<file path="src/rtl/rtbs_pkg.sv">
package rtbs_pkg;

    localparam int VALUE_W       = 32;
    localparam int RANK_W        = 6;
    localparam int POS_W         = 6;
    localparam int MAX_ITEMS_DEF = 64;
    localparam int FIFO_DEPTH    = 4;   // power of two
    localparam int GRP_W         = 8;   // compare bits summed per group in the count tree
    localparam int S_TDATA_W     = 32;
    localparam int M_TDATA_W     = 16;

    // one request handed from the front to the back
    typedef struct packed {
        logic signed [VALUE_W-1:0] value;
        logic                      store;   // value goes into a cell
        logic                      last;    // closes the list
    } req_t;

endpackage

</file>
<file path="src/rtl/rtbs_fifo.sv">
module rtbs_fifo import rtbs_pkg::*; (
    input  logic aclk,
    input  logic aresetn,
    input  logic push,
    input  req_t push_data,
    output logic full,
    input  logic pop,
    output req_t pop_data,
    output logic not_empty
);

    localparam int PTR_W = $clog2(FIFO_DEPTH);

    req_t             mem_reg [FIFO_DEPTH];
    logic [PTR_W:0]   wr_reg, wr_next;
    logic [PTR_W:0]   rd_reg, rd_next;

    assign full      = (wr_reg[PTR_W] != rd_reg[PTR_W]) &&
                       (wr_reg[PTR_W-1:0] == rd_reg[PTR_W-1:0]);
    assign not_empty = (wr_reg != rd_reg);
    assign pop_data  = mem_reg[rd_reg[PTR_W-1:0]];

    assign wr_next = push ? wr_reg + (PTR_W+1)'(1) : wr_reg;
    assign rd_next = pop  ? rd_reg + (PTR_W+1)'(1) : rd_reg;

    always_ff @(posedge aclk) begin
        if (!aresetn) begin
            wr_reg <= '0;
            rd_reg <= '0;
        end else begin
            wr_reg <= wr_next;
            rd_reg <= rd_next;
        end
    end

    always_ff @(posedge aclk) begin
        if (push) begin
            mem_reg[wr_reg[PTR_W-1:0]] <= push_data;
        end
    end

endmodule

</file>
<file path="config.mk">
export PLATFORM = sky130hd
export DESIGN_NAME = rtbs_fifo
export DESIGN_NICKNAME = d
export VERILOG_FILES = /design/src/rtl/rtbs_pkg.sv /design/src/rtl/rtbs_fifo.sv
export SDC_FILE = /design/constraint.sdc
export NUM_CORES = 1
export LEC_CHECK = 0
export CORE_ASPECT_RATIO = 2
export CORE_MARGIN = 5
export CORE_UTILIZATION = 35
export CTS_CLUSTER_DIAMETER = 120
export CTS_CLUSTER_SIZE = 10
export DETAILED_ROUTE_END_ITERATION = 8
export DONT_BUFFER_PORTS = 1
export SLEW_MARGIN = 15
export SYNTH_ARGS = -nofsm -noshare
export SYNTH_HDL_FRONTEND = slang
export SYNTH_SLANG_ARGS = --single-unit
</file>
<file path="constraint.sdc">
create_clock -name aclk -period 4.1 [get_ports aclk]
set_input_delay 0.41 -clock aclk [delete_from_list [all_inputs] [get_ports aclk]]
set_output_delay 0.41 -clock aclk [all_outputs]
set_load 0.05 [all_outputs]
</file>
Yosys cells after proc, flatten, opt, wreduce, memory -nomap -nowiden
Memory sizes are Yosys's and may differ from the RTL's. A register that Yosys moved wholly into a read port is not among the register bits.
Cells that the tools add are included.
{"block": "word_totals", "mem_bits_rw": 136, "n_memories": 1, "wordCells": 13, "reg_bits": 6, "out_inout_bits": 36}
{"name": "mem_reg", "depth": 4, "width": 34, "read_ports": 1, "rd_clocked_by_memory_dff": 1, "wr": 1, "line_no": "rtbs_fifo.sv:14", "source": "req_t mem_reg [FIFO_DEPTH];"}
{"block": "op_classes", "add_sub_neg": 2, "n_reduce_logical": 1, "n_mux": 4, "n_eq_ne": 3}
{"cell": "$add A3 B1 Y3 const B", "n": 2}
{"cell": "$mux W2", "n": 2}
{"cell": "$ne A3 B3 Y1", "n": 1}
{"cell": "$eq A2 B2 Y1", "n": 1}
{"cell": "$mux W1", "n": 2}
{"cell": "$logic_and A1 B1 Y1", "n": 1}
{"cell": "$ne A1 B1 Y1", "n": 1}

Longest topological paths before layout
{"block": "depth", "word_depth": 3, "ltp_mapped": 4}

Worst setup path before layout
Ideal clock, no wire load.
{"block": "synth_timing", "path_kind": "in2reg", "start": "input push", "end": "memory mem_reg[3][0] (netlist bit) (enable)", "path_buffers": 1, "arrival_time_ps": 1525, "setup_time_ps": 394, "path_stages": 2, "setup_slack_ps": 2181, "cell_sequence": "clkbuf_1 and2_1"}
{"block": "synth_via", "elab_chain_len": 2}
{"element": "from (decl)", "line_no": "rtbs_fifo.sv:4", "source": "input logic push,"}
{"element": "$mux W1", "line_no": "rtbs_fifo.sv:37", "source": "if (push) begin"}
{"element": "$mux W1 (implied by the code)", "line_no": "rtbs_fifo.sv:38", "source": "mem_reg[wr_reg[PTR_W-1:0]] <= push_data;"}
{"element": "to (decl)", "line_no": "rtbs_fifo.sv:14"}
No other way between the ends.

==> impl_metrics.csv <==
group,metric,value,unit
die,die_y,185,um
yosys,synth.ff_latch_count,144,
grt,grt_util_all_layers,10.9,%
die,placeableCoreArea,15200,um2
flow_run,drv.max_cap_violation_count,0,
final_layout,final.fill_count,1363,
final_layout,regArea,4250,um2
grt,first_global_vias,2443,
pwr,cellLeakagePower,1.88,nW
yosys,synth.avg_cell_area,24.5,um2
worst_setup_path,timing.setup.critical_path_class,"reg -> out",
clock_tree,cts_buffer_depth,2,
final_layout,max_ffs_per_register,136,
placed_design,io_buffers,0,
min_path,hold_path_depth,0,
sta,final_hold_viol_count,0,
final_layout,insertedDiodeCount,0,
yosys,synth.top_cell.area_share,76.2,%
sta,unrepaired_setup_endpoints_after_global_routing,"false",
die,num_rows,64,
min_path,holdPathEnd,"mem_reg[3][22]$_DFFE_PP_",
placed_design,detailedPlacementHpwl,5.53,mm
clock_tree,cts-hold-fix-buffers,0,
worst_setup_path,r2r_setup_slack,2.24,ns
worst_setup_path,slowest_stage_delay_cp,0.81,ns
yosys,synth.top_cells.by_area,"sky130_fd_sc_hd__edfxtp_1, sky130_fd_sc_hd__mux4_2, sky130_fd_sc_hd__dfxtp_1",
clock_tree,cts_max_level,4,
final_layout,layout-area-overhead-vs-synth,13.5,%
final_layout,multi_input_gate_area_in_the_final_layout,1010,um2
die,fp.dieW,97.5,um
drt,postRouteWirelength,9.14,mm
pwr,irDropWorstVdd,0.287,mV
final_layout,final_design_area_no_fill,6080,um2
grt,globalRoute.totalOverflow,0,
run_status,outcome,"finished clean",
sta,drv_slew,0,
yosys,syn_nets,262,
worst_setup_path,critPathMaxFanout,20,
sta,timing_worst_slew_pin_value,0.978,ns
worst_setup_path,crit_reg_reg_endpoint,"mem_reg[3][28]$_DFFE_PP_",
final_layout,drive_gt1_share,28.3,%
placed_design,place.gp.congestion,0.656,
drt,via_per_inst,4.81,
grt,grt_max_degree,35,
drt,antenna_violating_nets_post_route,0,
yosys,yosysTopAreaCell,"sky130_fd_sc_hd__edfxtp_1",
worst_setup_path,reg2reg_depth,2,
worst_setup_path,endpoint_kind,"primary output",
yosys,synthCells,219,
yosys,mappedNetlistArea,5360,um2
min_path,min_from,"push_data[22]",
worst_setup_path,timing.critical_path.slowest_stage_cell,"sky130_fd_sc_hd__dfxtp_2",
clock_tree,cts.clk_slew.worst_paths,0.06,ns
drt,drcViolationCount,0,
sta,maxClockFrequency,0.366,GHz
sta,timing.final.crit_share,66.6,%
clock_tree,post_cts_buffers,0,
die,count_of_pins_on_the_block_boundary,74,
worst_setup_path,startpoint_type,"flip-flop",
sta,slew_headroom,34.8,%
min_path,min_path_type,"in -> reg",
yosys,seq_area_frac_synth,79.2,%
clock_tree,numCtsBuffers,17,
worst_setup_path,rr_startpoint,"wr_reg[0]$_SDFFE_PN0P_",
drt,drc_marker_count_from_the_first_detailed_route_iteration,79,
worst_setup_path,sequence_of_cells_on_the_critical_path,"buf_4 -> mux4_2",
final_layout,finalNetCount,274,
yosys,synth.lib_cells_used.distinct,19,
pwr,power.density,576,nW/um2
drt,routed-via-count,2124,
drt,drt_pass1_iterations,4,
drt,wl_per_cell,20.7,um
clock_tree,cts.sinks,144,
placed_design,placed_cell_area,5540,um2
clock_tree,cts_resized,0,
worst_setup_path,worst_ep_required_time,3.69,ns
clock_tree,cts_tree,"built",
yosys,yosysWarningCount,0,
die,dieArea,18000,um2
die,initial_utilization,35.2,%
grt,grt_first_pass_wirelength,14.1,mm
sta,finalCriticalPeriod,2.73,ns
clock_tree,cts_root_buffer,"sky130_fd_sc_hd__clkbuf_16",
grt,antenna_found_initial,0,
sta,setup_total_negative_slack,0,ns
clock_tree,clock_latency_on_the_worst_skew_pair,0.41,ns
sta,final.setup_skew,0.00915,ns
sta,timing.final.setup_violations,0,
worst_setup_path,cp_data_arrival_time,2.32,ns
per-layer routing:
metal,global-route usage [%],share of wire (%),up-vias
met5,0,0,-
met3,4.60,6.1,13
met2,20.0,59,53
li1,-,-,944
met1,9.96,33,1114
met4,6.32,2.4,0
final cells by class:
type / instances / area share, %
flip-flops and latches: 144 / 69.8
multi-input cells: 63 / 16.7
clock buffers: 20 / 7.18
well taps: 198 / 4.07
clock inverters: 12 / 1.85
repair buffers: 2 / 0.247
inverters: 3 / 0.185
metrics by stage:
step	setup WS [ns]	util, %	std cells	total power, mW	hold slack (ns)
after detailed placement	1.72	36.4	410	2.15	0.509
final	1.37	40.0	442	3.50	0.0865
after global routing	1.15	40.0	442	3.64	0.0563
after CTS	1.25	40.0	442	3.56	0.0560
after global placement	1.73	36.4	410	2.14	0.509
after floorplan	2.18	-	219	2.10	0.509
worst max-delay path: cells and delay by family, from the launching register on:
| kind | cells | cell delay, ns |
|---|---|---|
| buf+inv | 1 | 0.38 |
| mux | 1 | 0.71 |
| flops | 1 | 0.81 |
cells in the mapped netlist:
master                     instances
sky130_fd_sc_hd__inv_1             3
sky130_fd_sc_hd__buf_12            3
sky130_fd_sc_hd__and2_1            4
sky130_fd_sc_hd__dfxtp_1           8
sky130_fd_sc_hd__mux2i_1           2
sky130_fd_sc_hd__mux4_2           30
sky130_fd_sc_hd__mux4_1            4
sky130_fd_sc_hd__edfxtp_1        136
sky130_fd_sc_hd__nand3b_1          2
sky130_fd_sc_hd__and3b_1           1
sky130_fd_sc_hd__nor2_1            5
sky130_fd_sc_hd__buf_6             1
sky130_fd_sc_hd__a21bo_2           2
sky130_fd_sc_hd__xnor2_1           5
sky130_fd_sc_hd__a21oi_1           2
sky130_fd_sc_hd__clkbuf_1          2
sky130_fd_sc_hd__nand3_1           1
sky130_fd_sc_hd__ha_1              5
sky130_fd_sc_hd__buf_2             3
layout by cell type (no fill, tap or decap):
cell	n
sky130_fd_sc_hd__edfxtp_1	136
sky130_fd_sc_hd__mux4_2	30
sky130_fd_sc_hd__clkbuf_16	17
sky130_fd_sc_hd__clkinvlp_4	8
sky130_fd_sc_hd__dfxtp_1	6
sky130_fd_sc_hd__xnor2_1	5
sky130_fd_sc_hd__nor2_1	5
sky130_fd_sc_hd__ha_1	5
sky130_fd_sc_hd__mux4_1	4
sky130_fd_sc_hd__and2_2	4
sky130_fd_sc_hd__inv_1	3
sky130_fd_sc_hd__clkbuf_1	3
sky130_fd_sc_hd__mux2i_1	2
sky130_fd_sc_hd__a21bo_2	2
sky130_fd_sc_hd__nand3b_1	2
sky130_fd_sc_hd__a21oi_1	2
sky130_fd_sc_hd__dfxtp_2	2
sky130_fd_sc_hd__buf_4	2
sky130_fd_sc_hd__nand3_1	1
sky130_fd_sc_hd__and3b_1	1
sky130_fd_sc_hd__inv_6	1
sky130_fd_sc_hd__clkinv_4	1
sky130_fd_sc_hd__bufinv_16	1
sky130_fd_sc_hd__clkinv_2	1
how the worst max path moves through the flow:
stage / endpoint / slack, ns / cells after the start
final: pop_data[27] / 1.37 / 2
after global routing: pop_data[27] / 1.15 / 2
after CTS: pop_data[27] / 1.25 / 2
after detailed placement: pop_data[32] / 1.72 / 2
after global placement: pop_data[32] / 1.73 / 2
after floorplan: mem_reg[3][0]$_DFFE_PP_ / 2.18 / 2
kinds of logic after synthesis:
kind of cell,share of synthesized area [%]
AOI/OAI and AO/OA,0.560
xor gates and xnor gates,0.817
adders and majority gates,1.17
buffers and inverters,1.96
DFF,79.2
muxes,14.9
and+or+nand+nor,1.35
report_power, final:
| part | internal [mW] | switching, mW | total (mW) | leakage, nW |
|---|---|---|---|---|
| Clock | 0.833 | 0.568 | 1.40 | 0.241 |
| Sequential | 1.69 | 0.0411 | 1.73 | 1.32 |
| Combinational | 0.0952 | 0.281 | 0.376 | 0.327 |
Note: power is estimated with default switching activity, not from simulation.
