File: config.mk
export PLATFORM = sky130hd
export DESIGN_NAME = rtbs_front
export DESIGN_NICKNAME = d
export VERILOG_FILES = /design/src/rtl/rtbs_pkg.sv /design/src/rtl/rtbs_front.sv
export SDC_FILE = /design/constraint.sdc
export NUM_CORES = 1
export LEC_CHECK = 0
export ABC_AREA = 0
export BUFFER_PORTS_ARGS = -buffer_cell sky130_fd_sc_hd__buf_2
export CAP_MARGIN = 40
export CORE_MARGIN = 2
export CORE_UTILIZATION = 31
export CTS_CLUSTER_SIZE = 14
export DETAILED_ROUTE_END_ITERATION = 7
export GPL_TIMING_DRIVEN = 0
export PLACE_DENSITY = 0.74
export RECOVER_POWER = 25
export SLEW_MARGIN = 20
export SYNTH_ARGS = -nofsm -noshare
export SYNTH_HDL_FRONTEND = slang
export SYNTH_SLANG_ARGS = --single-unit
File: constraint.sdc
create_clock -name aclk -period 2.3 [get_ports aclk]
set_clock_uncertainty 0.1 [all_clocks]
set_input_delay 0.69 -clock aclk [delete_from_list [all_inputs] [get_ports aclk]]
set_output_delay 0.69 -clock aclk [all_outputs]
set_load 0.1 [all_outputs]
File: src/rtl/rtbs_pkg.sv
package rtbs_pkg;

    localparam int VALUE_W       = 32;
    localparam int RANK_W        = 6;
    localparam int POS_W         = 6;
    localparam int MAX_ITEMS_DEF = 64;
    localparam int FIFO_DEPTH    = 4;   // power of two
    localparam int GRP_W         = 8;   // compare bits summed per group in the count tree
    localparam int S_TDATA_W     = 32;
    localparam int M_TDATA_W     = 16;

    // one request handed from the front to the back
    typedef struct packed {
        logic signed [VALUE_W-1:0] value;
        logic                      store;   // value goes into a cell
        logic                      last;    // closes the list
    } req_t;

endpackage

File: src/rtl/rtbs_front.sv
module rtbs_front import rtbs_pkg::*; #(
    parameter int MAX_ITEMS = MAX_ITEMS_DEF
) (
    input  logic                 aclk,
    input  logic                 aresetn,
    input  logic                 s_tvalid,
    output logic                 s_tready,
    input  logic [S_TDATA_W-1:0] s_tdata,   // [31:0] value
    input  logic                 s_tlast,   // last_item
    input  logic                 fifo_full,
    output logic                 push,
    output req_t                 push_data
);

    localparam int CNT_W = $clog2(MAX_ITEMS + 1);

    logic [CNT_W-1:0] list_cnt_reg, list_cnt_next;
    logic             accept;
    logic             store;

    assign s_tready = !fifo_full;
    assign accept   = s_tvalid && !fifo_full;
    // values beyond a full list are dropped; their tlast still closes it
    assign store    = (list_cnt_reg < CNT_W'(MAX_ITEMS));
    assign push     = accept && (store || s_tlast);

    assign push_data.value = $signed(s_tdata[VALUE_W-1:0]);
    assign push_data.store = store;
    assign push_data.last  = s_tlast;

    always_comb begin
        list_cnt_next = list_cnt_reg;
        if (accept) begin
            if (s_tlast) begin
                list_cnt_next = '0;
            end else if (store) begin
                list_cnt_next = list_cnt_reg + CNT_W'(1);
            end
        end
    end

    always_ff @(posedge aclk) begin
        if (!aresetn) begin
            list_cnt_reg <= '0;
        end else begin
            list_cnt_reg <= list_cnt_next;
        end
    end

endmodule

**Word level (Yosys, flattened, before mapping)**

Index checks and enable logic that the tools add are counted.

- Mux-type cells: 2
- Magnitude comparators: 1
- Reduce and logical (&&, ||, !) cells: 6
- $add $sub $neg: 1

Operators with widths:

| cell | count |
|---|---|
| $mux W7 | 2 |
| $add A7 B1 Y7 const B | 1 |
| $lt A7 B7 Y1 const B | 1 |
| $logic_and A1 B1 Y1 | 2 |
| $reduce_and A2 Y1 | 1 |
| $reduce_bool A2 Y1 | 1 |
| $logic_not A1 Y1 | 1 |
| $logic_or A1 B1 Y1 | 1 |

- Word-level logic and storage cells: 11
- Bits in registers: 7
- Input bits: 37
- Output and inout bits: 36

**Depth between registers and ports, before layout**

Gate-level depths: netlist of run 1.

- Depth after elaboration: 3
- Gate-level depth with buffers: 4
- Gate-level depth less buffers: 4

**Worst setup path after synthesis of run 1**

OpenSTA, ideal clock, no wires.

- Path type: input to output
- Start point: in fifo_full
- End point: out push
- Path buffers: 1
- Data arrival time: 2.202 ns
- Setup slack: -0.692 ns
- Required time: 1.510 ns
- Stages on the path: 3
- Cell sequence: nand2b_4 -> buf_6 -> nor2_1

- Cells in the longest elaborated chain, start to end: 3

RTL lines:

| item | line | text |
|---|---|---|
| from (decl) | rtbs_front.sv:10 | `input logic fifo_full,` |
| $logic_not A1 Y1 | rtbs_front.sv:22 | `assign accept = s_tvalid && !fifo_full;` |
| $logic_and A1 B1 Y1 | rtbs_front.sv:22 |  |
| $logic_and A1 B1 Y1 | rtbs_front.sv:25 | `assign push = accept && (store \|\| s_tlast);` |
| to (decl) | rtbs_front.sv:11 | `output logic push,` |

No other way between the ends.

**Worst setup path in the final report of run 1**

Ends and elaborated chain as after synthesis.

==> impl_metrics.env, run 1 <==
export IMPL_worstHoldPathType="reg2reg"
export IMPL_grt_use_total_pct=12.13
export IMPL_drv_slew=0
export IMPL_crit_fanout=10
export IMPL_insertedDiodeCount=0
export IMPL_ys_top_cells_by_area="buf_4 39%, dfxtp_1 21%, mux2i_1 4.6%, nand3b_1 4.6%, nand3_1 3.1%"
export IMPL_synth_area_um2=651.9
export IMPL_die_h_um=49.86
export IMPL_via_count=634
export IMPL_max_stage_delay_ns=0.29
export IMPL_maxSlewHeadroom_pct=64.33
export IMPL_reg2reg_from="list_cnt_reg[0]$_SDFFE_PN0P_"
export IMPL_cts_root_buf="clkbuf_4"
export IMPL_power_frac_comb_pct=58.2
export IMPL_synthMuxAreaShare_pct=4.607
export IMPL_p_per_area_nw_per_um2=621.8
export IMPL_synth_top_family_by_area="buffers and inverters"
export IMPL_cts_hold_buf=0
export IMPL_cts_reportedPaths_clkPinSlew_ns=0.05
export IMPL_synthArstFlopShare_pct=0
export IMPL_placed_cell_area_um2=888.4
export IMPL_fin_crit_sh_pct=96.52
export IMPL_hold_start="list_cnt_reg[5]$_SDFFE_PN0P_"
export IMPL_tns_ns=0
export IMPL_yosysSeqAreaShare_pct=21.50
export IMPL_grt_busiest_layer="met2"
export IMPL_synthDistinctLibCells=22
export IMPL_critPathCaptureType="output pin"
export IMPL_regArea_um2=140.1
export IMPL_setup_viol=0
export IMPL_start_util_pct=32.89
export IMPL_drive_above_1_share_pct=64.52
export IMPL_synth_top_cell_by_area="buf_4"
export IMPL_timing_rr_end="list_cnt_reg[2]$_SDFFE_PN0P_"
export IMPL_p_sw_mw=0.3186
export IMPL_total_power_mw=0.5710
export IMPL_crit_required_ns=1.51
export IMPL_core_area_um2=1982
export IMPL_synthToLayoutAreaGrowth_pct=40.88
export IMPL_rr_worst_depth=4
export IMPL_fill_cells=200
export IMPL_crit_path_top_delay_cell="buf_4"
export IMPL_swShare_pct=55.79
export IMPL_via_per_inst=4.199
export IMPL_tightest_slew_ns=0.5373
export IMPL_final_instance_count_excl_fill=151
export IMPL_max_freq_ghz=0.4504
export IMPL_gr_usage_met1_pct=13.25
export IMPL_crit_type="in2out"
export IMPL_synth_seq_cells=7
export IMPL_yosys_warnings=0
export IMPL_yosysMostFrequentCell="buf_4"
export IMPL_p_leak_nw=0.4658
export IMPL_synth_top_area_share_pct=39.16
export IMPL_drtIter0Drc=6
export IMPL_drt_total_wl_um=1368
export IMPL_grt_first_pass_wirelength_um=2346
export IMPL_die_x_um=49.86
export IMPL_netlist_instances=81
export IMPL_avgSynthCellArea_um2=8.048
export IMPL_maxCapViolations=0
export IMPL_die_area_um2=2486
export IMPL_nets=163
export IMPL_seqPwrFrac_pct=21.7
export IMPL_io_buffers=39
export IMPL_grtUsageMet3_pct=3.333
export IMPL_grt_setup_unrepaired="no"
export IMPL_wl_per_cell_um=9.060
export IMPL_synth_compound_area_share_pct=6.526
export IMPL_postCtsResizedCells=2
export IMPL_cts_tree="yes"
export IMPL_htreeDepth=1
export IMPL_largest_reg_flops=7
export IMPL_finalHoldViolations=0
export IMPL_cts_made_buffers=3
export IMPL_dp_hpwl_um=1163
export IMPL_synth_edf_count=0
export IMPL_fin_crit_ns=2.220
export IMPL_hold_path_end="list_cnt_reg[5]$_SDFFE_PN0P_"
export IMPL_synth_common_cells="34 x buf_4, 7 x dfxtp_1"
export IMPL_intPower_mw=0.2525
export IMPL_place_inst=147
export IMPL_place_congestion=0.6898
export IMPL_crit_path_cell_trace="clkbuf_1, nand2b_4, buf_6, nor2_4, buf_4"
export IMPL_synth_adder_area_share_pct=1.919
export IMPL_grt_pass1_vias=556
export IMPL_design_area_um2=918.4
export IMPL_multi_input_area_um2=230.2
export IMPL_synthSimpleGateAreaFrac_pct=21.11
export IMPL_synth_ff_type="dfxtp_1"
export IMPL_peakVddDrop_mv=0.3788
export IMPL_ant_nets=0
export IMPL_critical_path_top_delay_family="buffers and inverters"
export IMPL_cts_buffer_depth=2
export IMPL_synthXorXnorAreaFrac_pct=0
export IMPL_r2r_setup_slack_ns=0.86
export IMPL_grt_start_max_net_pins=11
export IMPL_cts_setup_buffers=0
export IMPL_outcome="complete, no violations"
export IMPL_worstPathArrival_ns=1.43
export IMPL_dr_pass1_iters=4
export IMPL_overflow=0
export IMPL_worstSetupStartpointType="input port"
export IMPL_min_path_cells=2
export IMPL_path_buf_inv=3
export IMPL_boundaryPins=73
export IMPL_clock_sinks=7
export IMPL_holdWs_ns=0.3847
export IMPL_drt_drc_violations_left=0
export IMPL_synth_nets=119
export IMPL_antenna_found_initial=0
export IMPL_grtUsageMet2_pct=20.89
export IMPL_clkLatencyLatePin_ns=0.26
export IMPL_placementRows=16
export IMPL_pwr_share_clk_pct=20.1
routing by layer:
layer,share of wire [%],routed length [µm]
met2,50,687
met4,1.8,24
met1,34,469
met5,0,0
met3,14,186
final cells by class:
cell class | instances | share of cell area [%]
multi-input cells | 33 | 25.07
plain buffers | 37 | 29.97
clock inverters | 1 | 0.5450
clock buffers | 3 | 2.452
flip-flops and latches | 7 | 15.26
inverters | 4 | 1.635
repair buffers | 39 | 21.39
well taps | 27 | 3.678
worst max-delay path by stage:
| stage | from | cells after the start | to | slack [ns] |
|---|---|---|---|---|
| 2_1_floorplan | fifo_full | 3 | push | 0.08 |
| 3_3_place_gp | s_tlast | 5 | push | -0.07 |
| 3_5_place_dp | s_tlast | 5 | push | -0.08 |
| 4_1_cts | fifo_full | 5 | push | 0.06 |
| 5_1_grt | fifo_full | 5 | push | 0.02 |
| 6_report | fifo_full | 5 | push | 0.08 |
worst min-delay path, cell delays in order (launching register included):
cell and delay, ns:
dfxtp_1 0.31, nand3_1 0.06, mux2i_1 0.06
power by group through the flow:
| stage | sequential (mW) | combinational, mW | clock (mW) |
|---|---|---|---|
| 2_1_floorplan | 0.126 | 0.300 | 0 |
| 3_3_place_gp | 0.126 | 0.331 | 0 |
| 3_5_place_dp | 0.127 | 0.333 | 0 |
| 4_1_cts | 0.124 | 0.334 | 0.121 |
| 5_1_grt | 0.124 | 0.341 | 0.125 |
| 6_report | 0.124 | 0.332 | 0.115 |
metrics by stage:
| step | worst slack, ns | utilization (%) |
|---|---|---|
| 2_1_floorplan | 0.08133 | - |
| 3_3_place_gp | -0.07125 | 44.82 |
| 3_5_place_dp | -0.07768 | 44.82 |
| 4_1_cts | 0.06090 | 46.40 |
| 5_1_grt | 0.02050 | 46.34 |
| 6_report | 0.07995 | 46.34 |
placed cells by master, fill, tap and decap left out:
cell type,n
nand2_1,4
nor2_4,1
or4b_1,1
buf_4,35
inv_1,4
clkbuf_4,3
nor2b_1,2
nor4_1,3
or3_1,1
a21boi_0,1
buf_2,34
buf_1,1
clkbuf_1,1
or4_1,1
o31ai_1,2
ha_1,1
nand2b_4,1
a21oi_1,2
clkinv_2,1
buf_6,1
mux2i_1,3
nand3b_1,4
o21ai_0,2
nand3_1,4
dfxtp_1,7
clkbuf_2,4
cells by family after synthesis:
kind of cell / after synthesis
DFF: 7
muxes: 3
and+or+nand+nor: 22
adders and majority gates: 1
AOI/OAI and AO/OA: 7
buffers and inverters: 41
(Power assumes the default switching activity.)
==> inputs of run 2 (changes only) <==
- BUFFER_PORTS_ARGS: -buffer_cell sky130_fd_sc_hd__buf_2 -> unset
- DONT_BUFFER_PORTS: unset -> 1
- PLACE_DENSITY: 0.74 -> unset
==> run 2 against run 1 <==
  * Core utilization shrank 10 points
  * Hold slack gained 0.0060 ns
  * First-iteration DRC count grew to 2.7 times the previous value
  * Cell count shrank 26%
  * Fmax is essentially flat
  * Sequential cell count is the same
  * Critical endpoint unchanged
  * Largest power group unchanged
  * Critical path type unchanged
  * Highest routed layer is now met3
==> impl_metrics.env, run 2 (synthesis gave the netlist of run 1 again) <==
export IMPL_ant_nets=0
export IMPL_outcome="complete, no violations"
export IMPL_finalHoldViolations=0
export IMPL_worstPathArrival_ns=1.43
export IMPL_cts_hold_buf=0
export IMPL_drt_met1_wl_um=408
export IMPL_grt_use_total_pct=7.995
export IMPL_cts_reportedPaths_clkPinSlew_ns=0.05
export IMPL_grt_pass1_vias=368
export IMPL_tns_ns=0
export IMPL_final_instance_count_excl_fill=111
export IMPL_peakVddDrop_mv=0.4274
export IMPL_p_per_area_nw_per_um2=758.2
export IMPL_wl_per_cell_um=9.676
export IMPL_place_inst=108
export IMPL_core_area_um2=1982
export IMPL_final_cell_mix="31 x buf_4, 7 x dfxtp_1"
export IMPL_maxCapViolations=0
export IMPL_grt_setup_unrepaired="no"
export IMPL_crit_type="in2out"
export IMPL_place_congestion=0.7308
export IMPL_die_h_um=49.86
export IMPL_drv_slew=0
export IMPL_drtIter0Drc=16
export IMPL_insertedDiodeCount=0
export IMPL_antenna_found_initial=0
export IMPL_place_ws_ns=0.05509
export IMPL_cts_setup_buffers=0
export IMPL_worstSetupStartpointType="input port"
export IMPL_via_count=511
export IMPL_placementRows=16
export IMPL_setup_viol=0
export IMPL_die_area_um2=2486
export IMPL_largest_reg_flops=7
export IMPL_worstHoldPathType="reg2reg"
export IMPL_drt_total_wl_um=1074
export IMPL_dp_hpwl_um=899.2
export IMPL_grt_start_max_net_pins=11
export IMPL_die_x_um=49.86
export IMPL_clock_sinks=7
export IMPL_maxUsedRoutingLayer="met3"
export IMPL_final_common_cell="buf_4"
export IMPL_wl_met2_um=459
export IMPL_maxSlewHeadroom_pct=44.82
export IMPL_fin_crit_sh_pct=96.46
export IMPL_clkLatencyLatePin_ns=0.25
export IMPL_synthToLayoutAreaGrowth_pct=9.021
export IMPL_drive_above_1_share_pct=48.81
export IMPL_total_power_mw=0.5388
export IMPL_start_util_pct=32.89
export IMPL_grt_first_pass_wirelength_um=1504
export IMPL_crit_required_ns=1.51
export IMPL_p_leak_nw=0.3066
export IMPL_boundaryPins=73
export IMPL_tightest_slew_ns=0.8267
export IMPL_dr_wl_met3_um=206
export IMPL_layout_setup_ws_ns=0.08148
export IMPL_fin_crit_ns=2.219
export IMPL_overflow=0
export IMPL_max_freq_ghz=0.4508
export IMPL_cts_root_buf="clkbuf_4"
export IMPL_cts_buffer_depth=2
export IMPL_critPathCaptureType="output pin"
export IMPL_cts_tree="yes"
export IMPL_crit_fanout=10
export IMPL_fill_cells=210
export IMPL_dr_pass1_iters=4
export IMPL_io_buffers=0
export IMPL_cts_made_buffers=3
export IMPL_nets=123
export IMPL_htreeDepth=1
export IMPL_drt_drc_violations_left=0
export IMPL_via_per_inst=4.604
-- run 2: changes by cell type in the layout (fill, tap and decap cells not counted), sizes merged --
cell	previous run	this run
clkbuf	8	7
buf	71	33
clkinv	1	0
-- run 2: power by group --
part | leakage (nW) | switching [mW] | internal (mW) | total, mW
sequential | 0.0565 | 0.00130 | 0.123 | 0.124
combinational | 0.235 | 0.257 | 0.0447 | 0.302
clock | 0.0150 | 0.0464 | 0.0663 | 0.113
total | 0.307 | 0.305 | 0.234 | 0.539
-- run 2: repair_timing --
action	in CTS	in global routing
endpoints found under the setup margin	0	1
hold endpoints to repair	0	0
gates resized for setup	0	1
-- run 2: critical path: stages --
cell	delay (ns)
nand2b_4	0.12
buf_6	0.13
nor2_4	0.48
-- run 2: cell type report --
cell class	count	area, µm²	area share (%)
inverter	4	15.01	2.113
tap	27	33.78	4.754
sequential	7	140.1	19.72
buffer	36	262.8	36.97
multi-input combinational	33	232.7	32.75
clock buffer	4	26.28	3.697
-- run 2: layer usage --
metal	vias up	GRT usage, %
met3	0	5.758
met4	0	1.389
li1	241	-
met2	52	11.78
met1	218	9.480
met5	-	0
-- run 2: final timing paths --
path,startpoint,to,slack [ns],depth (start not counted)
setup / recovery,fifo_full,push,0.08,3
hold / removal,list_cnt_reg[4]$_SDFFE_PN0P_,list_cnt_reg[4]$_SDFFE_PN0P_,0.39,2
setup reg to reg,list_cnt_reg[0]$_SDFFE_PN0P_,list_cnt_reg[2]$_SDFFE_PN0P_,0.89,4
hold reg to reg,list_cnt_reg[4]$_SDFFE_PN0P_,list_cnt_reg[4]$_SDFFE_PN0P_,0.39,2
-- run 2: metrics by stage --
| stage | hold WS [ns] | cell area [µm²] | utilization, % |
|---|---|---|---|
| 5_1_grt | 0.4221 | 710.7 | 35.86 |
| 2_1_floorplan | 0.3545 | 659.4 | - |
| 4_1_cts | 0.3880 | 719.4 | 36.30 |
| 3_3_place_gp | 0.3713 | 693.2 | 34.97 |
| 3_5_place_dp | 0.3791 | 693.2 | 34.97 |
| 6_report | 0.3906 | 710.7 | 35.86 |
